$ cat src/sv/assert_macros.svh
// Assertion macros shared by the RTL.
`ifndef ASSERT_MACROS_SVH
`define ASSERT_MACROS_SVH

`ifndef SYNTH

`define ASSERT_AT(lbl, clk, rstn, prop) \
  lbl: assert property (@(posedge clk) disable iff (!(rstn)) (prop)) \
    else $error("assertion failed");

`define ASSERT_NEVER(lbl, clk, rstn, expr) \
  lbl: assert property (@(posedge clk) disable iff (!(rstn)) !(expr)) \
    else $error("forbidden condition seen");

`else

`define ASSERT_AT(lbl, clk, rstn, prop)

`define ASSERT_NEVER(lbl, clk, rstn, expr)

`endif

`endif

$ cat src/sv/fph_pkg.sv
package fph_pkg;

  localparam int CMD_W        = 2;
  localparam int HOLE_W       = 16;
  localparam int SLOT_W       = 5;
  localparam int FIT_POLICY_W = 2;
  localparam int CFG_ADDR_W   = 3;
  localparam int CFG_DATA_W   = 32;

  localparam int REG_FIT_POLICY = 0;

  localparam logic [CMD_W-1:0] CMD_CLEAR = 2'd0;
  localparam logic [CMD_W-1:0] CMD_LOAD  = 2'd1;
  localparam logic [CMD_W-1:0] CMD_REQ   = 2'd2;

  localparam logic [FIT_POLICY_W-1:0] POL_FIRST = 2'd0;
  localparam logic [FIT_POLICY_W-1:0] POL_BEST  = 2'd1;
  localparam logic [FIT_POLICY_W-1:0] POL_WORST = 2'd2;

  typedef struct packed {
    logic [CMD_W-1:0]  cmd;
    logic [HOLE_W-1:0] size_kb;
  } in_item_t;

  typedef struct packed {
    logic              placed;
    logic [SLOT_W-1:0] slot;
    logic [HOLE_W-1:0] hole_before;
    logic [HOLE_W-1:0] hole_after;
  } out_item_t;

  typedef struct packed {
    logic idle;
    logic issue;
    logic finish;
  } ctrl_cmd_t;

  typedef struct packed {
    logic in_is_req;
    logic issue_last;
    logic cmp_busy;
    logic out_free;
  } dp_stat_t;

endpackage

$ cat src/sv/fph_ram.sv
module fph_ram #(
  parameter int WIDTH = 16,
  parameter int DEPTH = 32
) (
  input  logic                     clk,
  input  logic                     we,
  input  logic [$clog2(DEPTH)-1:0] waddr,
  input  logic [WIDTH-1:0]         wdata,
  input  logic [$clog2(DEPTH)-1:0] raddr,
  output logic [WIDTH-1:0]         rdata
);

  logic [WIDTH-1:0] mem_r [DEPTH];
  logic [WIDTH-1:0] rd_data_r;

  always_ff @(posedge clk) begin
    if (we) begin
      mem_r[waddr] <= wdata;
    end
    rd_data_r <= mem_r[raddr];
  end

  assign rdata = rd_data_r;

endmodule

$ cat src/sv/fph_ctrl.sv
module fph_ctrl (
  input  logic               clk,
  input  logic               rst_n,
  input  logic               in_valid,
  input  fph_pkg::dp_stat_t  stat,
  output fph_pkg::ctrl_cmd_t cmd
);
  import fph_pkg::*;

  localparam logic [1:0] ST_IDLE = 2'd0;
  localparam logic [1:0] ST_SCAN = 2'd1;
  localparam logic [1:0] ST_DONE = 2'd2;

  logic [1:0] state_r;
  logic [1:0] state_nxt;

  always_comb begin
    state_nxt  = state_r;
    cmd        = '0;
    case (state_r)
      ST_IDLE: begin
        cmd.idle = 1'b1;
        if (in_valid && stat.in_is_req) begin
          state_nxt = ST_SCAN;
        end
      end
      ST_SCAN: begin
        cmd.issue = !stat.issue_last;
        if (stat.issue_last && !stat.cmp_busy) begin
          state_nxt = ST_DONE;
        end
      end
      ST_DONE: begin
        cmd.finish = stat.out_free;
        if (stat.out_free) begin
          state_nxt = ST_IDLE;
        end
      end
      default: begin
        state_nxt = ST_IDLE;
      end
    endcase
  end

  always_ff @(posedge clk) begin
    if (!rst_n) begin
      state_r <= ST_IDLE;
    end else begin
      state_r <= state_nxt;
    end
  end

endmodule

$ cat src/sv/fph_dp.sv
`include "assert_macros.svh"

module fph_dp #(
  parameter int MAX_HOLES = 32,
  parameter int SIZE_BITS = 16
) (
  input  logic                                clk,
  input  logic                                rst_n,
  input  fph_pkg::ctrl_cmd_t                  cmd,
  output fph_pkg::dp_stat_t                   stat,
  input  logic                                in_valid,
  input  fph_pkg::in_item_t                   in_data,
  input  logic [fph_pkg::FIT_POLICY_W-1:0]    fit_policy,
  output logic                                out_valid,
  input  logic                                out_stall,
  output fph_pkg::out_item_t                  out_data
);
  import fph_pkg::*;

  localparam int IDX_W = $clog2(MAX_HOLES);
  localparam int CNT_W = $clog2(MAX_HOLES + 1);

  logic [CNT_W-1:0]     hole_count_r, hole_count_nxt;
  logic [SIZE_BITS-1:0] req_size_r, req_size_nxt;
  logic [CNT_W-1:0]     scan_cnt_r, scan_cnt_nxt;
  logic                 cmp_vld_r, cmp_vld_nxt;
  logic [IDX_W-1:0]     cmp_idx_r, cmp_idx_nxt;
  logic                 found_r, found_nxt;
  logic [IDX_W-1:0]     best_idx_r, best_idx_nxt;
  logic [SIZE_BITS-1:0] best_size_r, best_size_nxt;
  logic                 out_valid_r, out_valid_nxt;
  out_item_t            out_data_r, out_data_nxt;

  logic                 accept;
  logic                 load_we;
  logic                 ram_we;
  logic [IDX_W-1:0]     ram_waddr;
  logic [SIZE_BITS-1:0] ram_wdata;
  logic [SIZE_BITS-1:0] ram_rdata;
  logic [SIZE_BITS-1:0] in_size;
  logic [SIZE_BITS-1:0] shrunk;
  logic                 fits;
  logic                 take;

  assign accept    = in_valid && cmd.idle;
  assign in_size   = SIZE_BITS'(in_data.size_kb);
  assign load_we   = accept && (in_data.cmd == CMD_LOAD) &&
                     (hole_count_r < CNT_W'(MAX_HOLES));
  assign shrunk    = best_size_r - req_size_r;

  assign ram_we    = load_we || (cmd.finish && found_r);
  assign ram_waddr = load_we ? hole_count_r[IDX_W-1:0] : best_idx_r;
  assign ram_wdata = load_we ? in_size : shrunk;

  fph_ram #(
    .WIDTH (SIZE_BITS),
    .DEPTH (MAX_HOLES)
  ) u_table (
    .clk   (clk),
    .we    (ram_we),
    .waddr (ram_waddr),
    .wdata (ram_wdata),
    .raddr (scan_cnt_r[IDX_W-1:0]),
    .rdata (ram_rdata)
  );

  assign fits = cmp_vld_r && (ram_rdata >= req_size_r);
  assign take = fits && (!found_r ||
                ((fit_policy == POL_BEST) && (ram_rdata < best_size_r)) ||
                ((fit_policy == POL_WORST) && (ram_rdata > best_size_r)));

  assign stat.in_is_req  = (in_data.cmd == CMD_REQ);
  assign stat.issue_last = (scan_cnt_r == hole_count_r);
  assign stat.cmp_busy   = cmp_vld_r;
  assign stat.out_free   = !out_valid_r || !out_stall;

  always_comb begin
    hole_count_nxt = hole_count_r;
    req_size_nxt   = req_size_r;
    scan_cnt_nxt   = scan_cnt_r;
    cmp_vld_nxt    = cmd.issue;
    cmp_idx_nxt    = scan_cnt_r[IDX_W-1:0];
    found_nxt      = found_r;
    best_idx_nxt   = best_idx_r;
    best_size_nxt  = best_size_r;
    out_valid_nxt  = out_valid_r;
    out_data_nxt   = out_data_r;

    if (accept) begin
      case (in_data.cmd)
        CMD_CLEAR: begin
          hole_count_nxt = '0;
        end
        CMD_LOAD: begin
          if (load_we) begin
            hole_count_nxt = hole_count_r + CNT_W'(1);
          end
        end
        CMD_REQ: begin
          req_size_nxt = in_size;
          scan_cnt_nxt = '0;
          found_nxt    = 1'b0;
        end
        default: begin
        end
      endcase
    end

    if (cmd.issue) begin
      scan_cnt_nxt = scan_cnt_r + CNT_W'(1);
    end

    if (take) begin
      found_nxt     = 1'b1;
      best_idx_nxt  = cmp_idx_r;
      best_size_nxt = ram_rdata;
    end

    if (out_valid_r && !out_stall) begin
      out_valid_nxt = 1'b0;
    end
    if (cmd.finish) begin
      out_valid_nxt = 1'b1;
      if (found_r) begin
        out_data_nxt.placed      = 1'b1;
        out_data_nxt.slot        = SLOT_W'(best_idx_r);
        out_data_nxt.hole_before = HOLE_W'(best_size_r);
        out_data_nxt.hole_after  = HOLE_W'(shrunk);
      end else begin
        out_data_nxt = '0;
      end
    end
  end

  always_ff @(posedge clk) begin
    if (!rst_n) begin
      hole_count_r <= '0;
      cmp_vld_r    <= 1'b0;
      found_r      <= 1'b0;
      out_valid_r  <= 1'b0;
    end else begin
      hole_count_r <= hole_count_nxt;
      cmp_vld_r    <= cmp_vld_nxt;
      found_r      <= found_nxt;
      out_valid_r  <= out_valid_nxt;
    end
  end

  always_ff @(posedge clk) begin
    req_size_r  <= req_size_nxt;
    scan_cnt_r  <= scan_cnt_nxt;
    cmp_idx_r   <= cmp_idx_nxt;
    best_idx_r  <= best_idx_nxt;
    best_size_r <= best_size_nxt;
    out_data_r  <= out_data_nxt;
  end

  assign out_valid = out_valid_r;
  assign out_data  = out_data_r;

  `ASSERT_AT(a_count_bound, clk, rst_n, hole_count_r <= CNT_W'(MAX_HOLES))
  `ASSERT_NEVER(a_write_clash, clk, rst_n, load_we && cmd.finish)
  `ASSERT_AT(a_best_fits, clk, rst_n, found_r |-> (best_size_r >= req_size_r))

endmodule

$ cat src/sv/fit_policy_hole_allocator.sv
// Request: accepted while idle, then the table is scanned one entry per cycle and the
// result is registered to out_valid and out_data once the output is free.
// Requests do not overlap: in_stall stays high until that result is registered;
// a stalled result holds off the next transfer.
// Clear and load: accepted while idle, no result.
// Reset (rst_n low, synchronous): table empty, fit_policy 0; hole sizes stay undefined.
module fit_policy_hole_allocator #(
  parameter int MAX_HOLES = 32,
  parameter int SIZE_BITS = 16
) (
  input  logic                              clk,
  input  logic                              rst_n,
  input  logic                              in_valid,
  output logic                              in_stall,
  input  fph_pkg::in_item_t                 in_data,
  output logic                              out_valid,
  input  logic                              out_stall,
  output fph_pkg::out_item_t                out_data,
  input  logic                              psel,
  input  logic                              penable,
  input  logic                              pwrite,
  input  logic [fph_pkg::CFG_ADDR_W-1:0]    paddr,
  input  logic [fph_pkg::CFG_DATA_W-1:0]    pwdata,
  output logic [fph_pkg::CFG_DATA_W-1:0]    prdata,
  output logic                              pready
);
  import fph_pkg::*;

  logic [FIT_POLICY_W-1:0] fit_policy_r, fit_policy_nxt;
  logic                    reg_hit;
  ctrl_cmd_t               cmd;
  dp_stat_t                stat;

  assign pready  = 1'b1;
  assign reg_hit = (paddr[CFG_ADDR_W-1:2] == 1'(REG_FIT_POLICY));
  assign prdata  = reg_hit ? CFG_DATA_W'(fit_policy_r) : '0;

  always_comb begin
    fit_policy_nxt = fit_policy_r;
    if (psel && penable && pwrite && pready && reg_hit) begin
      fit_policy_nxt = pwdata[FIT_POLICY_W-1:0];
    end
  end

  always_ff @(posedge clk) begin
    if (!rst_n) begin
      fit_policy_r <= POL_FIRST;
    end else begin
      fit_policy_r <= fit_policy_nxt;
    end
  end

  assign in_stall = !cmd.idle;

  fph_ctrl u_ctrl (
    .clk      (clk),
    .rst_n    (rst_n),
    .in_valid (in_valid),
    .stat     (stat),
    .cmd      (cmd)
  );

  fph_dp #(
    .MAX_HOLES (MAX_HOLES),
    .SIZE_BITS (SIZE_BITS)
  ) u_dp (
    .clk        (clk),
    .rst_n      (rst_n),
    .cmd        (cmd),
    .stat       (stat),
    .in_valid   (in_valid),
    .in_data    (in_data),
    .fit_policy (fit_policy_r),
    .out_valid  (out_valid),
    .out_stall  (out_stall),
    .out_data   (out_data)
  );

endmodule

$ cat config.mk
export PLATFORM = sky130hd
export DESIGN_NAME = fit_policy_hole_allocator
export DESIGN_NICKNAME = d
export VERILOG_FILES = /design/src/sv/fph_pkg.sv /design/src/sv/fph_ram.sv /design/src/sv/fph_ctrl.sv /design/src/sv/fph_dp.sv /design/src/sv/fit_policy_hole_allocator.sv
export VERILOG_INCLUDE_DIRS = /design/src /design/src/sv
export SDC_FILE = /design/constraint.sdc
export NUM_CORES = 1
export LEC_CHECK = 0
export BUFFER_PORTS_ARGS = -buffer_cell sky130_fd_sc_hd__buf_2
export CORE_UTILIZATION = 58
export CTS_CLUSTER_DIAMETER = 200
export DETAILED_ROUTE_END_ITERATION = 16
export PLACE_DENSITY = 0.76
export SETUP_SLACK_MARGIN = 0.2
export SLEW_MARGIN = 20
export SYNTH_ARGS = -nofsm -noshare
export SYNTH_HDL_FRONTEND = slang
export SYNTH_SLANG_ARGS = --single-unit
$ cat constraint.sdc
create_clock -name clk -period 15.25 [get_ports clk]
set_input_delay 3.05 -clock clk [delete_from_list [all_inputs] [get_ports clk]]
set_output_delay 3.05 -clock clk [all_outputs]
set_load 0.02 [all_outputs]
==> Yosys cells after proc, flatten, opt, wreduce, memory -nomap -nowiden <==
Memories as Yosys holds them, arrays and structs flattened. A register that Yosys moved wholly into a read port is not among the register bits.
Cells that the tools add are included.
{ "word_totals": {"in_bits": 60, "regBits": 99, "ramBits": 512, "out_inout_bits": 73, "n_memories": 1} }
{ "classes": {"eq_ne": 11, "bitwise": 1, "add_sub_neg": 3, "n_reduce_logical": 37, "mux": 23, "n_lt_le_gt_ge": 4} }
{ "memory_table": {"columns": ["name", "words", "word_bits", "rd", "rd_clocked_by_memory_dff", "write_ports", "line", "source"], "rows": [
  ["u_dp.u_table.mem_r", 32, 16, 1, 1, 1, "fph_ram.sv:13", "logic [WIDTH-1:0] mem_r [DEPTH];"]
]} }
{ "ops": {"columns": ["operator", "n"], "rows": [
  ["38-bit two-way mux", 1],
  ["6-bit two-way mux", 4],
  ["16-bit greater-or-equal comparator", 1],
  ["16-bit > comparator", 1],
  ["16-bit less-than comparator", 1],
  ["16-bit two-way mux", 1],
  ["16-bit subtractor", 1],
  ["1-bit logical AND", 14],
  ["6-bit by 1-bit adder with 6-bit output, second input constant", 2],
  ["6-bit one-hot mux with 2 select lines", 1],
  ["2-bit nonzero test", 6],
  ["1-bit two-way mux", 10],
  ["2-bit two-way mux", 4],
  ["2-bit by 1-bit inequality test with 1-bit output, second input constant", 4],
  ["2-bit by 1-bit equality test with 1-bit output, second input constant", 3],
  ["2-bit equality test, second input constant", 3],
  ["6-bit equality test", 1],
  ["1-bit zero test", 6],
  ["6-bit less-than comparator, second input constant", 1],
  ["2-bit one-hot mux with 3 select lines", 1],
  ["2-bit AND reduction", 3],
  ["3-bit AND reduction", 2],
  ["5-bit two-way mux", 1],
  ["2-bit zero test", 2],
  ["other kinds (2)", 5]
]} }

==> Longest topological paths before layout <==
{ "logic_depth": {"ltp_word": 8, "mapped_depth": 9, "ltp_nobuf": 9} }

==> By module <==
From an unflattened synthesis, not the netlist that was laid out.
{ "unflattened": {"hier_cells": 1652, "hier_area_um2": 26086.3} }
{ "by_module_without_submodules": {"columns": ["mod", "seq_area_each_um2", "instances", "area_each_um2", "cells_each"], "rows": [
  ["fph_ram", 15695.1, 1, 20535.9, 1143],
  ["fph_dp", 2712.6, 1, 5077.4, 452],
  ["fit_policy_hole_allocator", 40.0, 1, 350.3, 45],
  ["fph_ctrl", 40.0, 1, 122.6, 12]
]} }

==> Least setup slack after synthesis <==
Ideal clock, no wire load.
{ "synth_timing": {"kind": "in2reg", "from": "input port out_stall", "to": "memory u_dp.u_table.mem_r[1][0], enable pin", "stages": 5, "setup_ns": 0.388, "slack_ns": 8.355, "arrival_ns": 6.507, "n_path_buf": 1, "required_time_ns": 14.862, "cell_sequence": "a21oi_1 a31oi_1 or2_2 clkbuf_1 nor2_1"} }
{ "synth_via": {"elab_chain_cells": 7} }
{ "synth_rtl": {"columns": ["item", "line", "source"], "rows": [
  ["start, declared", "fit_policy_hole_allocator.sv:17", "input logic out_stall,"],
  ["1-bit zero test", "fph_dp.sv:75", "assign stat.out_free = !out_valid_r || !out_stall;"],
  ["1-bit logical OR", "fph_dp.sv:75", null],
  ["1-bit two-way mux", "fph_ctrl.sv:20", "case (state_r)"],
  ["1-bit logical AND", "fph_dp.sv:51", "assign ram_we = load_we || (cmd.finish && found_r);"],
  ["1-bit logical OR", "fph_dp.sv:51", null],
  ["1-bit two-way mux", "fph_ram.sv:17", "if (we) begin"],
  ["1-bit two-way mux (not written as such)", "fph_ram.sv:18", "mem_r[waddr] <= wdata;"],
  ["end, declared", "fph_ram.sv:13", null]
]} }
Every way passes these cells.

==> Final worst setup path <==
{ "layout_timing": {"from": "input port paddr[2] in the netlist's numbering", "to": "output port prdata[1] in the netlist's numbering"} }
{ "layout_via": {"elab_chain_cells": 1} }
{ "layout_rtl": {"columns": ["item", "line", "source"], "rows": [
  ["start, declared", "fit_policy_hole_allocator.sv:22", "input logic [fph_pkg::CFG_ADDR_W-1:0] paddr,"],
  ["2-bit two-way mux", "fit_policy_hole_allocator.sv:36", "assign prdata = reg_hit ? CFG_DATA_W'(fit_policy_r) : '0;"],
  ["end, declared", "fit_policy_hole_allocator.sv:24", "output logic [fph_pkg::CFG_DATA_W-1:0] prdata,"]
]} }
Every way passes these cells.

==> out/qor.yml <==
synthesis:
  synth.avg_cell_area_um2: 19.36
  post_synth_fa_ha_maj_area_fraction: 0.02488
  netlist_area_before_placement_mm2: 0.02544
  synth-compound-area-share: 0.02208
  ys_warn_count: 0
  asyncSetResetFlopFracSynth: 0
  synth_top_family_by_area: "multiplexers"
  synth_seq_cells: 627
  synthSimpleGateAreaFrac: 0.03934
  synth_largest_area_cell: "sky130_fd_sc_hd__edfxtp_1"
  synth-main-ff-cell: "sky130_fd_sc_hd__edfxtp_1"
  ys_seq_area_frac: 0.7267
  yosysUniqueCellTypes: 51
  yosys.area_share.xor_xnor: 0.007918
  netlist_top_cells_area: "sky130_fd_sc_hd__edfxtp_1, sky130_fd_sc_hd__mux4_2, sky130_fd_sc_hd__dfxtp_1"
  synth.area.mux_share: 0.1529
  synth_enable_flop_cells: 593
  synth_top_cell_area_share: 0.6999
  syn-instance-count: 1314
pwr:
  power_frac_comb: 0.062
  cellPowerDensity_mw_per_mm2: 125.0
  power.share.sequential: 0.542
  power.leakage_nw: 9.516
  p_total_mw: 3.556
  power.share.clock: 0.396
  power_switching_mw: 0.7673
  worst_ir_drop_vdd_v: 0.00007238
  switching_power_share_of_the_total: 0.2158
  power.internal_mw: 2.789
global_route:
  grt.total_usage: 0.2579
  grt_start_max_net_pins: 70
  first_global_vias: 13049
  antenna_violations_before_repair: 0
  globalRoute.totalOverflow: 0
  grt_first_pass_wirelength_um: 82050
clock_tree:
  clk_latency_ns: 0.63
  numCtsBuffers: 59
  cts.sink_count: 627
  clock_tree_from_tritoncts: "done"
  cts.repair.resized: 0
  ctsRootBufferMaster: "sky130_fd_sc_hd__clkbuf_16"
  postCtsSetupRepairBufs: 0
  cts-htree-levels: 2
  clock_path_buffers: 3
  cts.reportedPaths.clkPinSlew_ns: 0.06
  postCtsHoldBufs: 0
finish:
  layout_common_cells: "sky130_fd_sc_hd__edfxtp_1, sky130_fd_sc_hd__mux4_2, sky130_fd_sc_hd__nor2_1"
  finalCoreUtilization: 0.6591
  antenna-diode-count: 0
  num-fill-cells: 2805
  layout.area.seq_mm2: 0.01849
  final_layout_size_suffix_gt1_frac: 0.2706
  final_common_cell: "sky130_fd_sc_hd__edfxtp_1"
  multi_input_comb_area_mm2: 0.006550
  non_filler_instance_count_after_layout: 2067
  flow.area_growth_from_synthesis_pct: 11.85
  nets: 1545
  final_design_area_no_fill_mm2: 0.02846
min_path:
  min_path_type: "reg2reg"
  worstHoldStart: "u_dp.cmp_idx_r[2]$_DFF_P_"
placed_design:
  gp_congestion: 0.8852
  detailed_place.area_mm2: 0.02656
  port_buffers: 69
  post-dp-hpwl_um: 31230
  numPlacedInstances: 1956
  dp_slack_ns: 8.779
die:
  design.core.area_mm2: 0.04317
  placement_rows: 76
  die_h_um: 211.4
  start_util: 0.5893
  floorplan.die.width_um: 211.4
  io-pin-count: 133
  dieArea_mm2: 0.04471
timing:
  fin_crit_sh: 0.4250
  timing.slew.headroom: 0.2113
  hold_viol: 0
  drv_slew: 0
  postLayoutSetupSlackWorst_ns: 8.769
  hold-worst-slack_ns: 0.4076
  tightest_slew_ns: 1.182
  fin_tns_setup_ns: 0
  grt_setup_unrepaired: "no"
  final_period_minus_worst_setup_slack_ns: 6.481
  setup-violations-final: 0
  skew_ns: 0.02061
  upper_clock_frequency_limit_mhz: 154.3
setup_path:
  cp_max_fo: 3
  worst-endpoint-required_ns: 12.20
  worst_setup_path_start_kind: "input pin"
  worst-endpoint-arrival_ns: 3.43
  type_of_the_setup_path_with_the_least_slack: "in2out"
  r2r_start: "u_dp.scan_cnt_r[0]$_SDFFCE_PN0P_"
  worst_setup_path_end_kind: "output pin"
  setup_crit_start: "paddr[2]"
drt:
  post_drt_via_cell_ratio: 6.258
  detailroute.via_count: 12935
  routed_wire_length_per_instance_um: 27.09
  drt.antenna.violating_nets: 0
  drcViolationCount: 0
  first_iter_violations: 1261
  detailedRoute.firstPassIterationCount: 5
  drt-total-wl_um: 56000
outcome:
  status: "complete, no violations"
job:
  max_capacitance_violation_count: 0
[synth_stat cells (all sizes together) (11+ instances only)]
cell / count
ha: 49
nand4: 11
mux4: 160
clkbuf: 25
and2: 11
edfxtp: 593
mux2: 21
nor2: 91
nand2: 42
nor3: 11
o21ai: 16
inv: 42
xor2: 13
a21oi: 31
buf: 56
dfxtp: 34
[registers in the layout, summed over array words and instances, names as in the netlist]
name and flops:
u_dp.out_data 38, u_ctrl.state_r 2, u_dp.hole_count_r 6, u_dp.u_table.rdata 16, u_dp.cmp_vld_r 1, u_dp.scan_cnt_r 6
u_dp.cmp_idx_r 5, u_dp.best_idx_r 5, u_dp.best_size_r 16, u_dp.req_size_r 16, fit_policy_r 2, u_dp.u_table.mem_r 512
u_dp.found_r 1, u_dp.out_valid 1
[critical path, stage by stage]
cell and delay [ns]:
sky130_fd_sc_hd__buf_2 0.11, sky130_fd_sc_hd__nor2b_1 0.10, sky130_fd_sc_hd__buf_2 0.17
[power by group through the flow]
stage	logic, mW	registers, mW	clock network (mW)
CTS	0.218	1.93	1.43
floorplan	0.151	1.96	0
detailed placement	0.216	1.96	0
global route	0.237	1.93	1.48
global placement	0.206	1.96	0
finish	0.222	1.93	1.41
[logic make-up after synthesis]
group	after synthesis
simple gates	214
fa+ha+maj	50
compound gates	89
xor+xnor	23
mux	186
buf+inv	123
other cells	2
flops	627
[layout make-up]
class                           instances  share of cell area
Timing Repair Buffer                  112             0.02454
Inverter                               42            0.005540
Clock inverter                         25            0.007475
Tap cell                              585             0.02572
Clock buffer                           83             0.05685
Multi-Input combinational cell        593              0.2302
Sequential cell                       627              0.6497
[final timing paths]
| path | to | slack, ns | cells past startpoint |
|---|---|---|---|
| worst max-delay path | prdata[1] | 8.77 | 3 |
| worst max register to register | u_dp.u_table.rdata[15]$_DFF_P_ | 11.56 | 5 |
| worst min-delay path | u_dp.best_idx_r[2]$_DFFE_PP_ | 0.41 | 0 |
| worst min register to register | u_dp.best_idx_r[2]$_DFFE_PP_ | 0.41 | 0 |
[layer usage]
| metal | vias to the layer above | routed length [µm] | global-route usage |
|---|---|---|---|
| li1 | 5458 | - | - |
| met1 | 6657 | 21590 | 0.3445 |
| met2 | 706 | 27660 | 0.4226 |
| met3 | 114 | 4479 | 0.03946 |
| met4 | 0 | 2268 | 0.1194 |
| met5 | - | 0 | 0 |
Power figures use the tool's default switching activity.
